==> config.mk <==
export PLATFORM = sky130hd
export DESIGN_NAME = uart_receive_with_parity_and_stop_check_unit
export DESIGN_NICKNAME = d
export VERILOG_FILES = /design/src/rtl/core/uartrx_pkg.sv /design/src/rtl/core/uart_receive_with_parity_and_stop_check_unit.sv /design/src/rtl/core/uartrx_cfg.sv /design/src/rtl/core/uartrx_core.sv /design/src/rtl/core/uartrx_obuf.sv
export SDC_FILE = /design/constraint.sdc
export NUM_CORES = 1
export LEC_CHECK = 0
export ABC_AREA = 1
export CAP_MARGIN = 20
export CELL_PAD_IN_SITES_DETAIL_PLACEMENT = 2
export CELL_PAD_IN_SITES_GLOBAL_PLACEMENT = 2
export CORE_MARGIN = 8
export CORE_UTILIZATION = 38
export DETAILED_ROUTE_END_ITERATION = 8
export DONT_BUFFER_PORTS = 1
export PLACE_DENSITY_LB_ADDON = 0.12
export SLEW_MARGIN = 20
export SYNTH_ARGS = -nofsm -noshare
export SYNTH_HDL_FRONTEND = slang
export SYNTH_SLANG_ARGS = --single-unit
==> constraint.sdc <==
create_clock -name clk -period 4.84 [get_ports clk]
set_input_delay 0.484 -clock clk [delete_from_list [all_inputs] [get_ports clk]]
set_output_delay 0.484 -clock clk [all_outputs]
set_load 0.03 [all_outputs]
==> src/rtl/core/uartrx_pkg.sv <==
// shared types and constants of the uart receive unit
// no dependencies
package uartrx_pkg;

    localparam int MAX_DATA_BITS = 8;
    localparam int PERIOD_WIDTH  = 16;
    localparam int BIT_IDX_W     = 4;
    localparam int DATA_IDX_W    = $clog2(MAX_DATA_BITS);
    localparam int CFG_IDX_W     = 2;
    localparam int CFG_DATA_W    = 16;
    localparam int STATUS_W      = 2;
    localparam int IN_TDATA_W    = 8;
    localparam int OUT_TDATA_W   = 16;

    localparam logic [PERIOD_WIDTH-1:0] MIN_PERIOD = PERIOD_WIDTH'(4);

    // register indexes
    localparam logic [CFG_IDX_W-1:0] REG_BIT_PERIOD  = 2'd0;
    localparam logic [CFG_IDX_W-1:0] REG_DATA_BITS   = 2'd1;
    localparam logic [CFG_IDX_W-1:0] REG_PARITY_MODE = 2'd2;
    localparam logic [CFG_IDX_W-1:0] REG_STOP_HALF   = 2'd3;

    // parity selector codes
    localparam logic [1:0] PAR_NONE = 2'd0;
    localparam logic [1:0] PAR_EVEN = 2'd1;
    localparam logic [1:0] PAR_ODD  = 2'd2;

    // result status codes
    localparam logic [STATUS_W-1:0] ST_OK     = 2'd0;
    localparam logic [STATUS_W-1:0] ST_FRAME  = 2'd1;
    localparam logic [STATUS_W-1:0] ST_PARITY = 2'd2;

    // effective (clamped) settings seen by the receiver
    typedef struct packed {
        logic [PERIOD_WIDTH-1:0] period;
        logic [PERIOD_WIDTH-1:0] half_period;
        logic [PERIOD_WIDTH-1:0] extra;
        logic [BIT_IDX_W-1:0]    data_bits;
        logic                    parity_en;
        logic                    parity_odd;
    } cfg_eff_t;

    typedef struct packed {
        logic                     valid;
        logic [MAX_DATA_BITS-1:0] rx_byte;
        logic [STATUS_W-1:0]      rx_status;
    } result_t;

endpackage

==> src/rtl/core/uart_receive_with_parity_and_stop_check_unit.sv <==
// top level of the uart receive unit: config registers, frame sequencer, result buffer
// depends on uartrx_pkg, uartrx_cfg, uartrx_core, uartrx_obuf
// a frame result is registered in the result buffer when its deciding sample is taken
// throughput: one line sample per cycle; s_tready drops only while both result slots are full
// reset: rst_n asynchronous active low; sequencer waits for an idle-high line, registers
//   return to 16 samples per bit, 8 data bits, no parity, one stop bit
module uart_receive_with_parity_and_stop_check_unit
    import uartrx_pkg::*;
(
    input  logic                   clk,
    input  logic                   rst_n,
    // sample stream
    input  logic                   s_tvalid,
    output logic                   s_tready,
    input  logic [IN_TDATA_W-1:0]  s_tdata,   // [0] line_level, [7:1] zero
    // result stream
    output logic                   m_tvalid,
    input  logic                   m_tready,
    output logic [OUT_TDATA_W-1:0] m_tdata,   // [7:0] rx_byte, [9:8] rx_status, [15:10] zero
    // configuration write port
    input  logic                   cfg_we,
    input  logic [CFG_IDX_W-1:0]   cfg_index,
    input  logic [CFG_DATA_W-1:0]  cfg_data
);

    cfg_eff_t                 eff;
    result_t                  res;
    logic                     space;
    logic                     sample_valid;
    logic [MAX_DATA_BITS-1:0] out_byte;
    logic [STATUS_W-1:0]      out_status;

    // a sample transaction is taken whenever the skid slot is free
    assign s_tready     = space;
    assign sample_valid = s_tvalid && space;

    uartrx_cfg u_cfg (
        .clk       (clk),
        .rst_n     (rst_n),
        .cfg_we    (cfg_we),
        .cfg_index (cfg_index),
        .cfg_data  (cfg_data),
        .eff       (eff)
    );

    // all per-sample decisions happen here, state registered on each accepted sample
    uartrx_core u_core (
        .clk          (clk),
        .rst_n        (rst_n),
        .eff          (eff),
        .sample_valid (sample_valid),
        .level        (s_tdata[0]),
        .res          (res)
    );

    // result register plus skid entry decouple the two sides
    uartrx_obuf u_obuf (
        .clk        (clk),
        .rst_n      (rst_n),
        .res        (res),
        .space      (space),
        .out_valid  (m_tvalid),
        .out_ready  (m_tready),
        .out_byte   (out_byte),
        .out_status (out_status)
    );

    assign m_tdata = {(OUT_TDATA_W - MAX_DATA_BITS - STATUS_W)'(0), out_status, out_byte};

endmodule

==> src/rtl/core/uartrx_cfg.sv <==
// configuration registers of the uart receive unit and their clamped values
// depends on uartrx_pkg
module uartrx_cfg
    import uartrx_pkg::*;
(
    input  logic                  clk,
    input  logic                  rst_n,
    input  logic                  cfg_we,
    input  logic [CFG_IDX_W-1:0]  cfg_index,
    input  logic [CFG_DATA_W-1:0] cfg_data,
    output cfg_eff_t              eff
);

    logic [PERIOD_WIDTH-1:0] period_reg;
    logic [3:0]              data_bits_reg;
    logic [1:0]              parity_reg;
    logic [2:0]              stop_half_reg;

    logic [PERIOD_WIDTH-1:0] period_c;
    logic [2:0]              stop_c;

    always_ff @(posedge clk or negedge rst_n)
    begin
        if (!rst_n)
        begin
            period_reg    <= PERIOD_WIDTH'(16);
            data_bits_reg <= 4'd8;
            parity_reg    <= PAR_NONE;
            stop_half_reg <= 3'd2;
        end
        else if (cfg_we)
        begin
            case (cfg_index)
                REG_BIT_PERIOD:  period_reg    <= cfg_data[PERIOD_WIDTH-1:0];
                REG_DATA_BITS:   data_bits_reg <= cfg_data[3:0];
                REG_PARITY_MODE: parity_reg    <= cfg_data[1:0];
                REG_STOP_HALF:   stop_half_reg <= cfg_data[2:0];
                default:         ;
            endcase
        end
    end

    always_comb
    begin
        period_c = (period_reg < MIN_PERIOD) ? MIN_PERIOD : period_reg;
        if (stop_half_reg < 3'd2)
            stop_c = 3'd2;
        else if (stop_half_reg > 3'd4)
            stop_c = 3'd4;
        else
            stop_c = stop_half_reg;

        eff.period      = period_c;
        eff.half_period = period_c >> 1;
        // extra stop interval: 0, (p+1)/2 or p for 1, 1.5 or 2 stop bits
        case (stop_c)
            3'd3:    eff.extra = (period_c >> 1) + PERIOD_WIDTH'(period_c[0]);
            3'd4:    eff.extra = period_c;
            default: eff.extra = '0;
        endcase
        if (data_bits_reg == 4'd0)
            eff.data_bits = 4'd1;
        else if (data_bits_reg > BIT_IDX_W'(MAX_DATA_BITS))
            eff.data_bits = BIT_IDX_W'(MAX_DATA_BITS);
        else
            eff.data_bits = data_bits_reg;
        eff.parity_en  = (parity_reg == PAR_EVEN) || (parity_reg == PAR_ODD);
        eff.parity_odd = (parity_reg == PAR_ODD);
    end

endmodule

==> src/rtl/core/uartrx_core.sv <==
// frame sequencer of the uart receive unit: one line sample per cycle while sample_valid is high
// depends on uartrx_pkg
module uartrx_core
    import uartrx_pkg::*;
(
    input  logic     clk,
    input  logic     rst_n,
    input  cfg_eff_t eff,
    input  logic     sample_valid,
    input  logic     level,
    output result_t  res
);

    typedef enum logic [2:0] {
        PH_WAIT_HIGH = 3'd0,
        PH_IDLE      = 3'd1,
        PH_START     = 3'd2,
        PH_DATA      = 3'd3,
        PH_PARITY    = 3'd4,
        PH_STOP      = 3'd5,
        PH_HOLD      = 3'd6
    } phase_t;

    phase_t                   phase_reg, phase_next;
    logic [PERIOD_WIDTH-1:0]  tick_reg, tick_next;
    logic [BIT_IDX_W-1:0]     bit_idx_reg, bit_idx_next;
    logic [MAX_DATA_BITS-1:0] shift_reg, shift_next;
    logic                     par_reg, par_next;
    logic [STATUS_W-1:0]      err_reg, err_next;
    logic                     last_reg;

    logic [PERIOD_WIDTH-1:0]  tick_inc;
    logic [PERIOD_WIDTH-1:0]  threshold;
    logic                     hit;
    logic                     par_bit;
    logic                     finish;
    logic [MAX_DATA_BITS-1:0] fin_byte;

    always_comb
    begin
        tick_inc = tick_reg + PERIOD_WIDTH'(1);
        case (phase_reg)
            PH_START: threshold = eff.half_period;
            PH_HOLD:  threshold = eff.extra;
            default:  threshold = eff.period;
        endcase
        hit     = (tick_inc >= threshold);
        par_bit = par_reg ^ level;

        phase_next   = phase_reg;
        tick_next    = tick_reg;
        bit_idx_next = bit_idx_reg;
        shift_next   = shift_reg;
        par_next     = par_reg;
        err_next     = err_reg;
        finish       = 1'b0;
        fin_byte     = shift_reg;

        case (phase_reg)
            PH_WAIT_HIGH:
            begin
                if (level)
                    phase_next = PH_IDLE;
            end
            PH_IDLE:
            begin
                if (!level && last_reg)
                begin
                    phase_next   = PH_START;
                    tick_next    = '0;
                    bit_idx_next = '0;
                    shift_next   = '0;
                    par_next     = 1'b0;
                    err_next     = ST_OK;
                end
            end
            PH_START:
            begin
                tick_next = tick_inc;
                if (hit)
                begin
                    tick_next = '0;
                    if (level)
                    begin
                        // start bit gone high before its centre
                        finish   = 1'b1;
                        fin_byte = '0;
                        err_next = ST_FRAME;
                    end
                    else
                        phase_next = PH_DATA;
                end
            end
            PH_DATA:
            begin
                tick_next = tick_inc;
                if (hit)
                begin
                    tick_next = '0;
                    if (bit_idx_reg < BIT_IDX_W'(MAX_DATA_BITS))
                        shift_next[bit_idx_reg[DATA_IDX_W-1:0]] =
                            shift_reg[bit_idx_reg[DATA_IDX_W-1:0]] | level;
                    par_next     = par_bit;
                    bit_idx_next = bit_idx_reg + BIT_IDX_W'(1);
                    if (bit_idx_next >= eff.data_bits)
                        phase_next = eff.parity_en ? PH_PARITY : PH_STOP;
                end
            end
            PH_PARITY:
            begin
                tick_next = tick_inc;
                if (hit)
                begin
                    tick_next = '0;
                    if (eff.parity_en && (eff.parity_odd ? !par_bit : par_bit))
                        err_next = ST_PARITY;
                    phase_next = PH_STOP;
                end
            end
            PH_STOP:
            begin
                tick_next = tick_inc;
                if (hit)
                begin
                    tick_next = '0;
                    if (!level)
                        err_next = ST_FRAME;
                    if (eff.extra == '0)
                        finish = 1'b1;
                    else
                        phase_next = PH_HOLD;
                end
            end
            PH_HOLD:
            begin
                if (level != last_reg)
                    err_next = ST_FRAME;
                tick_next = tick_inc;
                if (hit)
                    finish = 1'b1;
            end
            default:
            begin
                phase_next = level ? PH_IDLE : PH_WAIT_HIGH;
            end
        endcase

        if (finish)
        begin
            phase_next = level ? PH_IDLE : PH_WAIT_HIGH;
            tick_next  = '0;
        end

        res.valid     = sample_valid && finish;
        res.rx_byte   = fin_byte;
        res.rx_status = err_next;
    end

    always_ff @(posedge clk or negedge rst_n)
    begin
        if (!rst_n)
        begin
            phase_reg   <= PH_WAIT_HIGH;
            tick_reg    <= '0;
            bit_idx_reg <= '0;
            shift_reg   <= '0;
            par_reg     <= 1'b0;
            err_reg     <= ST_OK;
            last_reg    <= 1'b1;
        end
        else if (sample_valid)
        begin
            phase_reg   <= phase_next;
            tick_reg    <= tick_next;
            bit_idx_reg <= bit_idx_next;
            shift_reg   <= shift_next;
            par_reg     <= par_next;
            err_reg     <= err_next;
            last_reg    <= level;
        end
    end

endmodule

==> src/rtl/core/uartrx_obuf.sv <==
// result register with skid stage of the uart receive unit
// depends on uartrx_pkg
module uartrx_obuf
    import uartrx_pkg::*;
(
    input  logic                     clk,
    input  logic                     rst_n,
    input  result_t                  res,
    output logic                     space,
    output logic                     out_valid,
    input  logic                     out_ready,
    output logic [MAX_DATA_BITS-1:0] out_byte,
    output logic [STATUS_W-1:0]      out_status
);

    logic                     main_valid_reg;
    logic                     skid_valid_reg;
    logic [MAX_DATA_BITS-1:0] main_byte_reg, skid_byte_reg;
    logic [STATUS_W-1:0]      main_stat_reg, skid_stat_reg;
    logic                     pop;

    assign pop        = main_valid_reg && out_ready;
    assign space      = !skid_valid_reg;
    assign out_valid  = main_valid_reg;
    assign out_byte   = main_byte_reg;
    assign out_status = main_stat_reg;

    always_ff @(posedge clk or negedge rst_n)
    begin
        if (!rst_n)
        begin
            main_valid_reg <= 1'b0;
            skid_valid_reg <= 1'b0;
        end
        else if (skid_valid_reg)
        begin
            if (pop)
                skid_valid_reg <= 1'b0;
        end
        else if (res.valid)
        begin
            if (main_valid_reg && !pop)
                skid_valid_reg <= 1'b1;
            main_valid_reg <= 1'b1;
        end
        else if (pop)
            main_valid_reg <= 1'b0;
    end

    always_ff @(posedge clk)
    begin
        if (skid_valid_reg)
        begin
            if (pop)
            begin
                main_byte_reg <= skid_byte_reg;
                main_stat_reg <= skid_stat_reg;
            end
        end
        else if (res.valid)
        begin
            if (!main_valid_reg || pop)
            begin
                main_byte_reg <= res.rx_byte;
                main_stat_reg <= res.rx_status;
            end
            else
            begin
                skid_byte_reg <= res.rx_byte;
                skid_stat_reg <= res.rx_status;
            end
        end
    end

endmodule

After elaboration in Yosys (flattened, before gate mapping)
Index checks and enable logic that the tools add are counted.

cells by class
  $add $sub $neg = 3
  magnitude comparators = 9
  equality and inequality tests = 28
  multiplexer cells = 72
  bitwise operators = 4
  reductions and logical operators = 35

operators by type and width
  operator               count
  $mux 8                 10
  $mux 16                4
  $pmux 16 s2            2
  $pmux 16 s3            1
  $mux 3                 12
  $mux 2                 12
  $pmux 3 s7             1
  $mux 1                 18
  $ne 3x1->1 const B     6
  $add 15x1->16          1
  $add 16x1->16 const B  1
  $ge 16x16->1           1
  $logic_not 16->1       1
  $lt 16x3->1 const B    1
  $mux 4                 4
  $pmux 8 s2             1
  $eq 3x3->1 const B     4
  $reduce_and 11->1      1
  $pmux 2 s5             1
  $reduce_and 2->1       5
  $eq 3x2->1 const B     3
  $ne 3x2->1 const B     3
  $reduce_and 3->1       3
  $bwmux 8               1
  33 further kinds       54

storage, ports and cells
  flip-flop bits (word level) = 82
  input bits = 31
  output and inout bits = 18
  logic and storage cells = 168

Depth between registers and ports, before layout
Gate-level depths: netlist of run 1.

  depth after elaboration = 12
  mapped depth = 30
  mapped depth without buffers = 30

Modules after synthesis
From an unflattened synthesis of run 1, not the netlist that was laid out.

unflattened totals
  cell total of the unflattened synthesis = 805
  area total of the unflattened synthesis = 5860.6 um^2

modules (own cells, without submodules)
  module                                        instances  cells an instance  area each (um^2)  sequential area each (um^2)
  uartrx_core                                   1          468                3164.3            877.1
  uartrx_cfg                                    1          258                1796.7            629.4
  uartrx_obuf                                   1          70                 843.3             650.6
  uart_receive_with_parity_and_stop_check_unit  1          9                  56.3              0.0

Worst setup path before layout of run 1
OpenSTA, ideal clock, no wires.

  path kind = reg-to-reg
  start = register u_cfg.period_reg[4]
  end = register u_obuf.main_byte_reg[0] (netlist: u_obuf.out_byte[0]) (enable)
  setup time = 380 ps
  data arrival time = 3570 ps
  data required time = 4460 ps
  slack = 890 ps
  cell stages (with the launch flop) = 29
  buffers on the path = 0
  clock period less this slack = 3950 ps
  cells stage by stage = dfstp_2 > nor2_1 > nand2_1 > nor2_1 > nand2_2 > nand2_1 > inv_1 > ha_1 > ha_1 > nand3_2 > nor2_4 > nand3_1 > nand2_1 > nand3_1 > nand2_1 > a21oi_1 > ha_1 > nand2_1 > inv_1 > nand3_1 > nor3_2 > nand3_1 > nand3_2 > o21ai_0 > inv_1 > nand2_2 > nand2_2 > nand2_2 > a21oi_1

on the way
  longest elaborated chain between the ends = 11
  elaborated cells on any way between the ends = 15
  classes of those cells = add/sub: 1; order compare: 2; mux: 8; reduce/logical: 4

ends and longest elaborated chain
  what                                             line                                                       source
  from (decl)                                      uartrx_cfg.sv:14                                           logic [PERIOD_WIDTH-1:0] period_reg;
  from (signal assigned)                           uartrx_cfg.sv:34                                           REG_BIT_PERIOD: period_reg <= cfg_data[PERIOD_WIDTH-1:0];
  $lt 16x3->1                                      uartrx_cfg.sv:45                                           period_c = (period_reg < MIN_PERIOD) ? MIN_PERIOD : period_reg;
  $mux 16 (*)                                      uartrx_cfg.sv:45
  $add 15x1->16                                    uartrx_cfg.sv:57                                           3'd3: eff.extra = (period_c >> 1) + PERIOD_WIDTH'(period_c[0]);
  $pmux 16 s2                                      uartrx_cfg.sv:56                                           case (stop_c)
  $pmux 16 s2 or $logic_not 16->1 (tied branches)  uartrx_core.sv:42, uartrx_core.sv:128
  $ge 16x16->1 or $mux 1 (tied branches)           uartrx_core.sv:47, uartrx_core.sv:128
  $mux 1 (on tied branches)                        uartrx_core.sv:139, uartrx_core.sv:80, uartrx_core.sv:123
  $pmux 1 s3 (*)                                   uartrx_core.sv:59                                          case (phase_reg)
  $logic_and 1x1->1 (*)                            uartrx_core.sv:154                                         res.valid = sample_valid && finish;
  $reduce_bool 2->1 (no source line) (*)           -
  $reduce_and 3->1 (no source line) (*)            -
  to (signal assigned)                             uartrx_obuf.sv:56                                          main_byte_reg <= skid_byte_reg;
  to (signal assigned)                             uartrx_obuf.sv:64                                          main_byte_reg <= res.rx_byte;
  to (decl)                                        uartrx_obuf.sv:18                                          logic [MAX_DATA_BITS-1:0] main_byte_reg, skid_byte_reg;

Every way passes the cells marked *; elsewhere a longest branch is shown, timed or not.
A chain may end at the register's enable or synchronous reset.

Final worst setup path of run 1
  start = register u_cfg.period_reg[10]
  end = register u_obuf.main_byte_reg[6] (netlist: u_obuf.out_byte[6]) (enable)

The elaborated chain is that of the path after synthesis.

==> impl_results.md, run 1 <==
- Worst Hold Slack: roughly 7.3 ps
- Initial DRC Count: 186
- Post-synthesis simple-gate area fraction: ~28%
- Most frequent CP cell: inv_1
- Cell row count: between 40 and 50
- Remaining DRCs: 0
- Buf/Inv on CP: 6
- Routed length on met2: roughly 7.8 mm
- Total iterations of the first detailed-routing run: 4
- Nets: 786
- EDFF count, synth: 20
- Clk sinks: 82
- Kind of critical path: reg2reg
- Post-synthesis mux area share: 0%
- Cell Pwr Density: 303 mW/mm²
- Grt total ovfl: 0
- Minimum clock period: roughly 4300 ps
- Startpoint Class: flop
- Unrepaired setup endpoints after global routing: no
- Worst-Skew Late Latency: 350 ps
- Setup bufs post-CTS: 0
- Hold Path Class: in2async
- Post-synthesis compound-gate area fraction: ~15%
- Final wirelength: 16.5 mm
- CP Capture Type: flop
- Core Area: 0.0143 mm²
- Die area: 0.0186 mm²
- First-pass GRT wire length: 27.7 mm
- Post-Synthesis Cell Area: 0.00550 mm²
- Routed length on met1: 8.05 mm
- Largest net degree at the start of global routing: between 60 and 70
- Largest family of logic cells by synthesized area: simple AND/OR/NAND/NOR gates
- Clk_skew: 9.98 ps
- Avg Inst Size Synth: 7.56 µm²
- Die span in x: around 140 µm
- WL met3: 422 µm
- CP required: 4940 ps
- CTS buffer count: 9
- Avg Vias per Cell: 5.32
- Slew HR: 49.5%
- Async S/R FF share, synth: 75.6%
- #FFs+latches synth: 82
- Clk pin slew, worst setup/hold paths: 70 ps
- DP Wirelength: 12.8 mm
- Synth Area in Adders: slightly below 6%
- GRT Util Overall: 18.6%
- Uppermost routed layer: met4
- Fin. max-slew vios: 0
- Setup TNS: 0 ps
- Final setup vio count: 0
- TritonCTS clock tree: yes
- Warnings from Yosys: 0
- Vias in the first global route: 5,370
- PortBufs: 0
- CTS root buf: clkbuf_16
- Initial antenna violation count: 0
- WL/cell: 18.0 µm
- Die H: 136 µm
- Arrival @ worst endpoint: 4400 ps
- CTS max path bufs: 2
- Crit-path slowest cell: dfrtp_1
- Worst-Margin Slew: 757 ps
- IO Pins: a little under 50
- Main synth FF type: dfrtp_1
- Leakage: 2.76 nW
- Status: complete, no violations
- H-tree lvl count: 3
- Inserted Diodes: 0
- Layout cell share with drive strength beyond 1: about 11%
- Post-Syn Instances: 727
- Max-cap viol count: 0
- CP top delay family: simple AND/OR/NAND/NOR gates
- Routed vias: a little under 5k
- Starting Density: 38.4%
- Final RePlAce weighted congestion: 0.888
- Hold Vio Cnt, Final: 0
- Synth unique cells: 49
- Area growth syn-to-layout: 9.29%
- Final period util: between 80 and 90%
- Worst VDD drop: 0.000147 V
- F_max: 233 MHz
- XOR/XNOR share of the synthesized area: 2.85%
- Critical-path maximum fanout: 10
- Register area share after synthesis: approximately 39%
- Final ANT Viol Nets: 0
- Max incr delay on CP: approximately 440 ps
power by group:
part           internal, mW  switching, mW
combinational         0.105          0.205
sequential            0.742         0.0469
clock                 0.409          0.311
total                  1.26          0.564
kinds of logic after synthesis:
| logic type | after synthesis |
|---|---|
| AO/OA/AOI/OAI | 142 |
| XOR/XNOR | 17 |
| adder cells (fa/ha/maj) | 26 |
| buffers and inverters | 117 |
| flip-flops | 82 |
| other | 1 |
| AND/OR/NAND/NOR | 342 |
through the flow:
stage / power, mW / cell area, µm² / cells / worst slack (ps) / util, %
floorplan: 1.02 / 5510 / 732 / 890 / -
global placement: 1.08 / 5660 / 900 / 730 / 39.5
detailed placement: 1.10 / 5660 / 900 / 517 / 39.5
CTS: 1.85 / 5990 / 917 / 487 / 41.9
global route: 1.92 / 6010 / 918 / 91.9 / 42.0
finish: 1.82 / 6010 / 918 / 544 / 42.0
Yosys cell counts, drive strengths merged (2+ instances only):
cell type | n | share of area, %
o22ai | 11 | 1.4
clkbuf | 8 | 0.73
o31ai | 3 | 0.41
buf | 13 | 1.5
nand3b | 2 | 0.50
a221oi | 2 | 0.32
edfxtp | 20 | 11
nor2 | 81 | 6.9
xor2 | 14 | 2.2
nor3 | 13 | 1.4
or2 | 2 | 0.23
a22oi | 7 | 0.96
xnor2 | 3 | 0.61
nand3 | 60 | 6.1
inv | 96 | 6.6
a21boi | 2 | 0.27
a21oi | 36 | 3.6
ha | 26 | 5.9
nand2 | 178 | 13
dfstp | 4 | 1.9
o221ai | 2 | 0.32
o21ai | 70 | 6.4
nand4 | 6 | 0.68
dfrtp | 58 | 26
a31oi | 5 | 0.57
layout by cell type (no fill, tap or decap), drive strengths merged, types with 6 or more instances in the layout:
cell type	instances
conb	6
o21ai	70
clkbuf	9
nand3	60
nor2	81
dfrtp	58
inv	99
o22ai	11
nand2	178
edfxtp	20
xor2	14
a22oi	7
nand4	6
a21oi	36
buf	7
nor3	13
ha	26
cell type report:
cell class	instances	area [µm²]
Fill cell	1696	8310
Multi-Input combinational cell	533	2870
Sequential cell	82	2160
Inverter	96	360
Tap cell	184	230
Clock buffer	9	225
Clock inverter	7	83.8
Timing Repair Buffer	7	76.3
per-layer routing:
layer  vias to the layer above  track usage, %
met1                      2416            24.7
met2                        54            30.2
li1                       2401               -
met4                         0            6.22
met5                         -               0
met3                        11            2.96
worst paths after layout:
check / from / slack [ps] / end / cells past startpoint
min reg2reg: u_cfg.parity_reg[0] / 500 / u_cfg.parity_reg[0] / 2
min in group clk: cfg_data[4] / 270 / u_cfg.period_reg[4] / 2
max reg2reg: u_cfg.period_reg[10] / 540 / u_obuf.out_byte[6] / 29
max: u_cfg.period_reg[10] / 540 / u_obuf.out_byte[6] / 29
max in group asynchronous: rst_n / 4490 / u_cfg.period_reg[4] / 1
min: rst_n / 7 / u_core.tick_reg[1] / 1
timing repair:
action                                  CTS  global route
endpoints found under the setup margin    0             0
endpoints found under the hold margin    62             0
hold buffers                              1             0
resized for setup                         0             0
No activity file was read; power rests on OpenSTA's default activity.
==> run 2: changes to the inputs <==
--- a/config.mk
+++ b/config.mk
@@ -10,11 +10,12 @@
 export CELL_PAD_IN_SITES_DETAIL_PLACEMENT = 2
 export CELL_PAD_IN_SITES_GLOBAL_PLACEMENT = 2
 export CORE_MARGIN = 8
-export CORE_UTILIZATION = 38
+export CORE_UTILIZATION = 37
 export DETAILED_ROUTE_END_ITERATION = 8
 export DONT_BUFFER_PORTS = 1
 export PLACE_DENSITY_LB_ADDON = 0.12
 export SLEW_MARGIN = 20
 export SYNTH_ARGS = -nofsm -noshare
 export SYNTH_HDL_FRONTEND = slang
+export SYNTH_HIERARCHICAL = 1
 export SYNTH_SLANG_ARGS = --single-unit
==> run 2 against run 1 <==
The run now ends with negative hold slack left. Sequential cell count unchanged. First-iteration DRC count decreased by 1.6%. Clock skew down 2.5 ps. Synthesized cell count grew 11%. Power is 40% higher. Area after synthesis is 6.6% higher. Non-clock buffer count is 1 higher. Final area rose by 3.5%. Largest power group is now combinational logic.
==> impl_results.md, run 2 <==
- Synth unique cells: 42
- Met2 usage: 29.1%
- Worst-Skew Late Latency: 350 ps
- PortBufs: 0
- Async S/R FF share, synth: roughly three quarters
- Area growth syn-to-layout: 6.11%
- CTS buffer count: 9
- TritonCTS clock tree: yes
- Clk pin slew, worst setup/hold paths: 70 ps
- Crit-path slowest cell: dfstp_2
- CTS max path bufs: 2
- CTS root buf: clkbuf_16
- Failing checks: negative hold slack
- Post-synth top area share: 24.8%
- Final RePlAce weighted congestion: between 0.7 and 0.8
- Leakage: 2.99 nW
- R2r setup slk: 440 ps
- Commonest cells after routing, fill and taps aside: nand2_1, inv_1, nor2_1
- Hold Path Class: in2async
- EDFF count, synth: 20
- Minimum clock period: 4400 ps
- Nets: 833
- Arrival @ worst endpoint: ~4600 ps
- Main synth FF type: dfrtp_1
- Synth top cells by count: nand2_1, inv_1, nor2_1
- IO Pins: 49
- Max incr delay on CP: 630 ps
- Worst-Margin Slew: 1030 ps
- CP required: 5070 ps
- Initial antenna violation count: 0
- Warnings from Yosys: 6
- Die area: 0.0201 mm²
- Largest net degree at the start of global routing: 63
- Setup bufs post-CTS: 0
- Starting Density: between 30 and 40%
- F_max: ~230 MHz
- Initial DRC Count: 183
- Worst VDD drop: 0.000179 V
- Status: complete, but fails checks
- Startpoint Class: flop
- CP Capture Type: flop
- Clk_skew: roughly 7.5 ps
- Most used routing layer: met2
- Most common cell in the netlist: nand2_1
- Commonest non-fill, non-tap cell in the layout: nand2_1
- Hold Vio Cnt, Final: 4
- Cell row count: 46
- Die span in x: between 100 and 150 µm
- Vias in the first global route: 5,584
- GRT Util Overall: 17.0%
- Die H: 142 µm
- Slew HR: 31.3%
- Unrepaired setup endpoints after global routing: no
- Max-cap viol count: 0
- DP Wirelength: 12.7 mm
- Final setup vio count: 0
- Remaining DRCs: 0
- Inserted Diodes: 0
- Register area share after synthesis: 36.8%
- Grt total ovfl: 0
- First-pass GRT wire length: 27.5 mm
- Final wirelength: 16.4 mm
- Avg Inst Size Synth: 7.28 µm²
- Critical-path maximum fanout: 10
- Post-Synthesis Cell Area: between 0.005 and 0.006 mm²
- Worst Hold Slack: -5.21 ps
- Cell Pwr Density: 409 mW/mm²
- Core Area: between 0.015 and 0.02 mm²
- Post-Syn Instances: 805
- Avg Vias per Cell: 5.05
- GR Util met3: 2.55%
- H-tree lvl count: 3
- Leading area contributor after synthesis: dfrtp_1
- #FFs+latches synth: 82
- WL/cell: 16.5 µm
- Clk sinks: 82
- Met1 GRT Util: 21.3%
- Area contributors post-synth: dfrtp_1, nand2_1, edfxtp_1, inv_1, ha_1
- Layout cell share with drive strength beyond 1: 8.58%
- Kind of critical path: reg2reg
- Final ANT Viol Nets: 0
- Total iterations of the first detailed-routing run: 4
- Setup TNS: 0 ps
- Design Power: ~2.5 mW
- Routed vias: 5,031
- Final period util: between 90% and 100%
- Fin. max-slew vios: 0
[run 2: cells by family (layout without fill, tap and decap cells)]
kind of cell / count (synthesis) / in the layout / synth area share [%]
xor gates and xnor gates: 12 / 12 / 1.79
buffers and inverters: 187 / 158 / 14.3
and+or+nand+nor: 371 / 371 / 28.0
AOI/OAI and AO/OA: 124 / 124 / 13.2
muxes: 1 / 1 / 0.192
other: 2 / 7 / 0.128
DFF: 82 / 82 / 36.8
adders and majority gates: 26 / 26 / 5.55
[run 2: metrics by stage]
| stage | cell area, µm² | instances | util [%] | setup slack [ps] |
|---|---|---|---|---|
| finish | 6220 | 997 | 39.7 | 438 |
| global route | 6220 | 997 | 39.7 | 5.82 |
| CTS | 6200 | 997 | 39.6 | 29.0 |
| detailed placement | 5870 | 980 | 37.5 | 63.6 |
| global placement | 5870 | 980 | 37.5 | 282 |
| floorplan | 5880 | 810 | - | 696 |
[run 2: cell type report]
| type | count | area (µm²) |
|---|---|---|
| Clock inverter | 7 | 75.1 |
| Multi-Input combinational cell | 541 | 2910 |
| Fill cell | 1875 | 9440 |
| Timing Repair Buffer | 8 | 80.1 |
| Clock buffer | 9 | 225 |
| Tap cell | 216 | 270 |
| Sequential cell | 82 | 2160 |
| Inverter | 134 | 504 |
[run 2: final timing paths]
kind                                        startpoint                      to  cells after the start
worst max-delay path               u_cfg/period_reg[4]     u_core/shift_reg[5]                     25
worst min-delay path                             rst_n     u_core/tick_reg[13]                      1
worst max register to register     u_cfg/period_reg[4]     u_core/shift_reg[5]                     25
worst min register to register  u_cfg/stop_half_reg[0]  u_cfg/stop_half_reg[0]                      2
max in group asynchronous                        rst_n  u_cfg/stop_half_reg[1]                      1
min in group clk                           cfg_data[4]     u_cfg/period_reg[4]                      2
[run 2: timing repair]
item	CTS	global route
hold buffers	1	0
setup endpoints to repair	0	68
endpoints found under the hold margin	62	0
resized for setup	0	9
[run 2: worst max-delay path: cells and delay by family (launching register included)]
| family | cells | cell delay (ps) |
|---|---|---|
| buffers and inverters | 3 | 380 |
| adders and majority gates | 3 | 800 |
| AOI/OAI and AO/OA | 4 | 680 |
| DFF | 1 | 630 |
| and+or+nand+nor | 15 | 1780 |
[run 2: layer usage]
layer / share of wire (%) / up-vias
met1: 48 / 2463
met4: 1.5 / 0
met2: 49 / 57
met5: 0 / -
li1: - / 2499
met3: 2.1 / 12
[run 2: where the power goes]
| group | switching [mW] | internal, mW | total [mW] |
|---|---|---|---|
| combinational | 0.634 | 0.313 | 0.946 |
| sequential | 0.105 | 0.786 | 0.891 |
| clock | 0.305 | 0.403 | 0.707 |
| total | 1.04 | 1.50 | 2.54 |
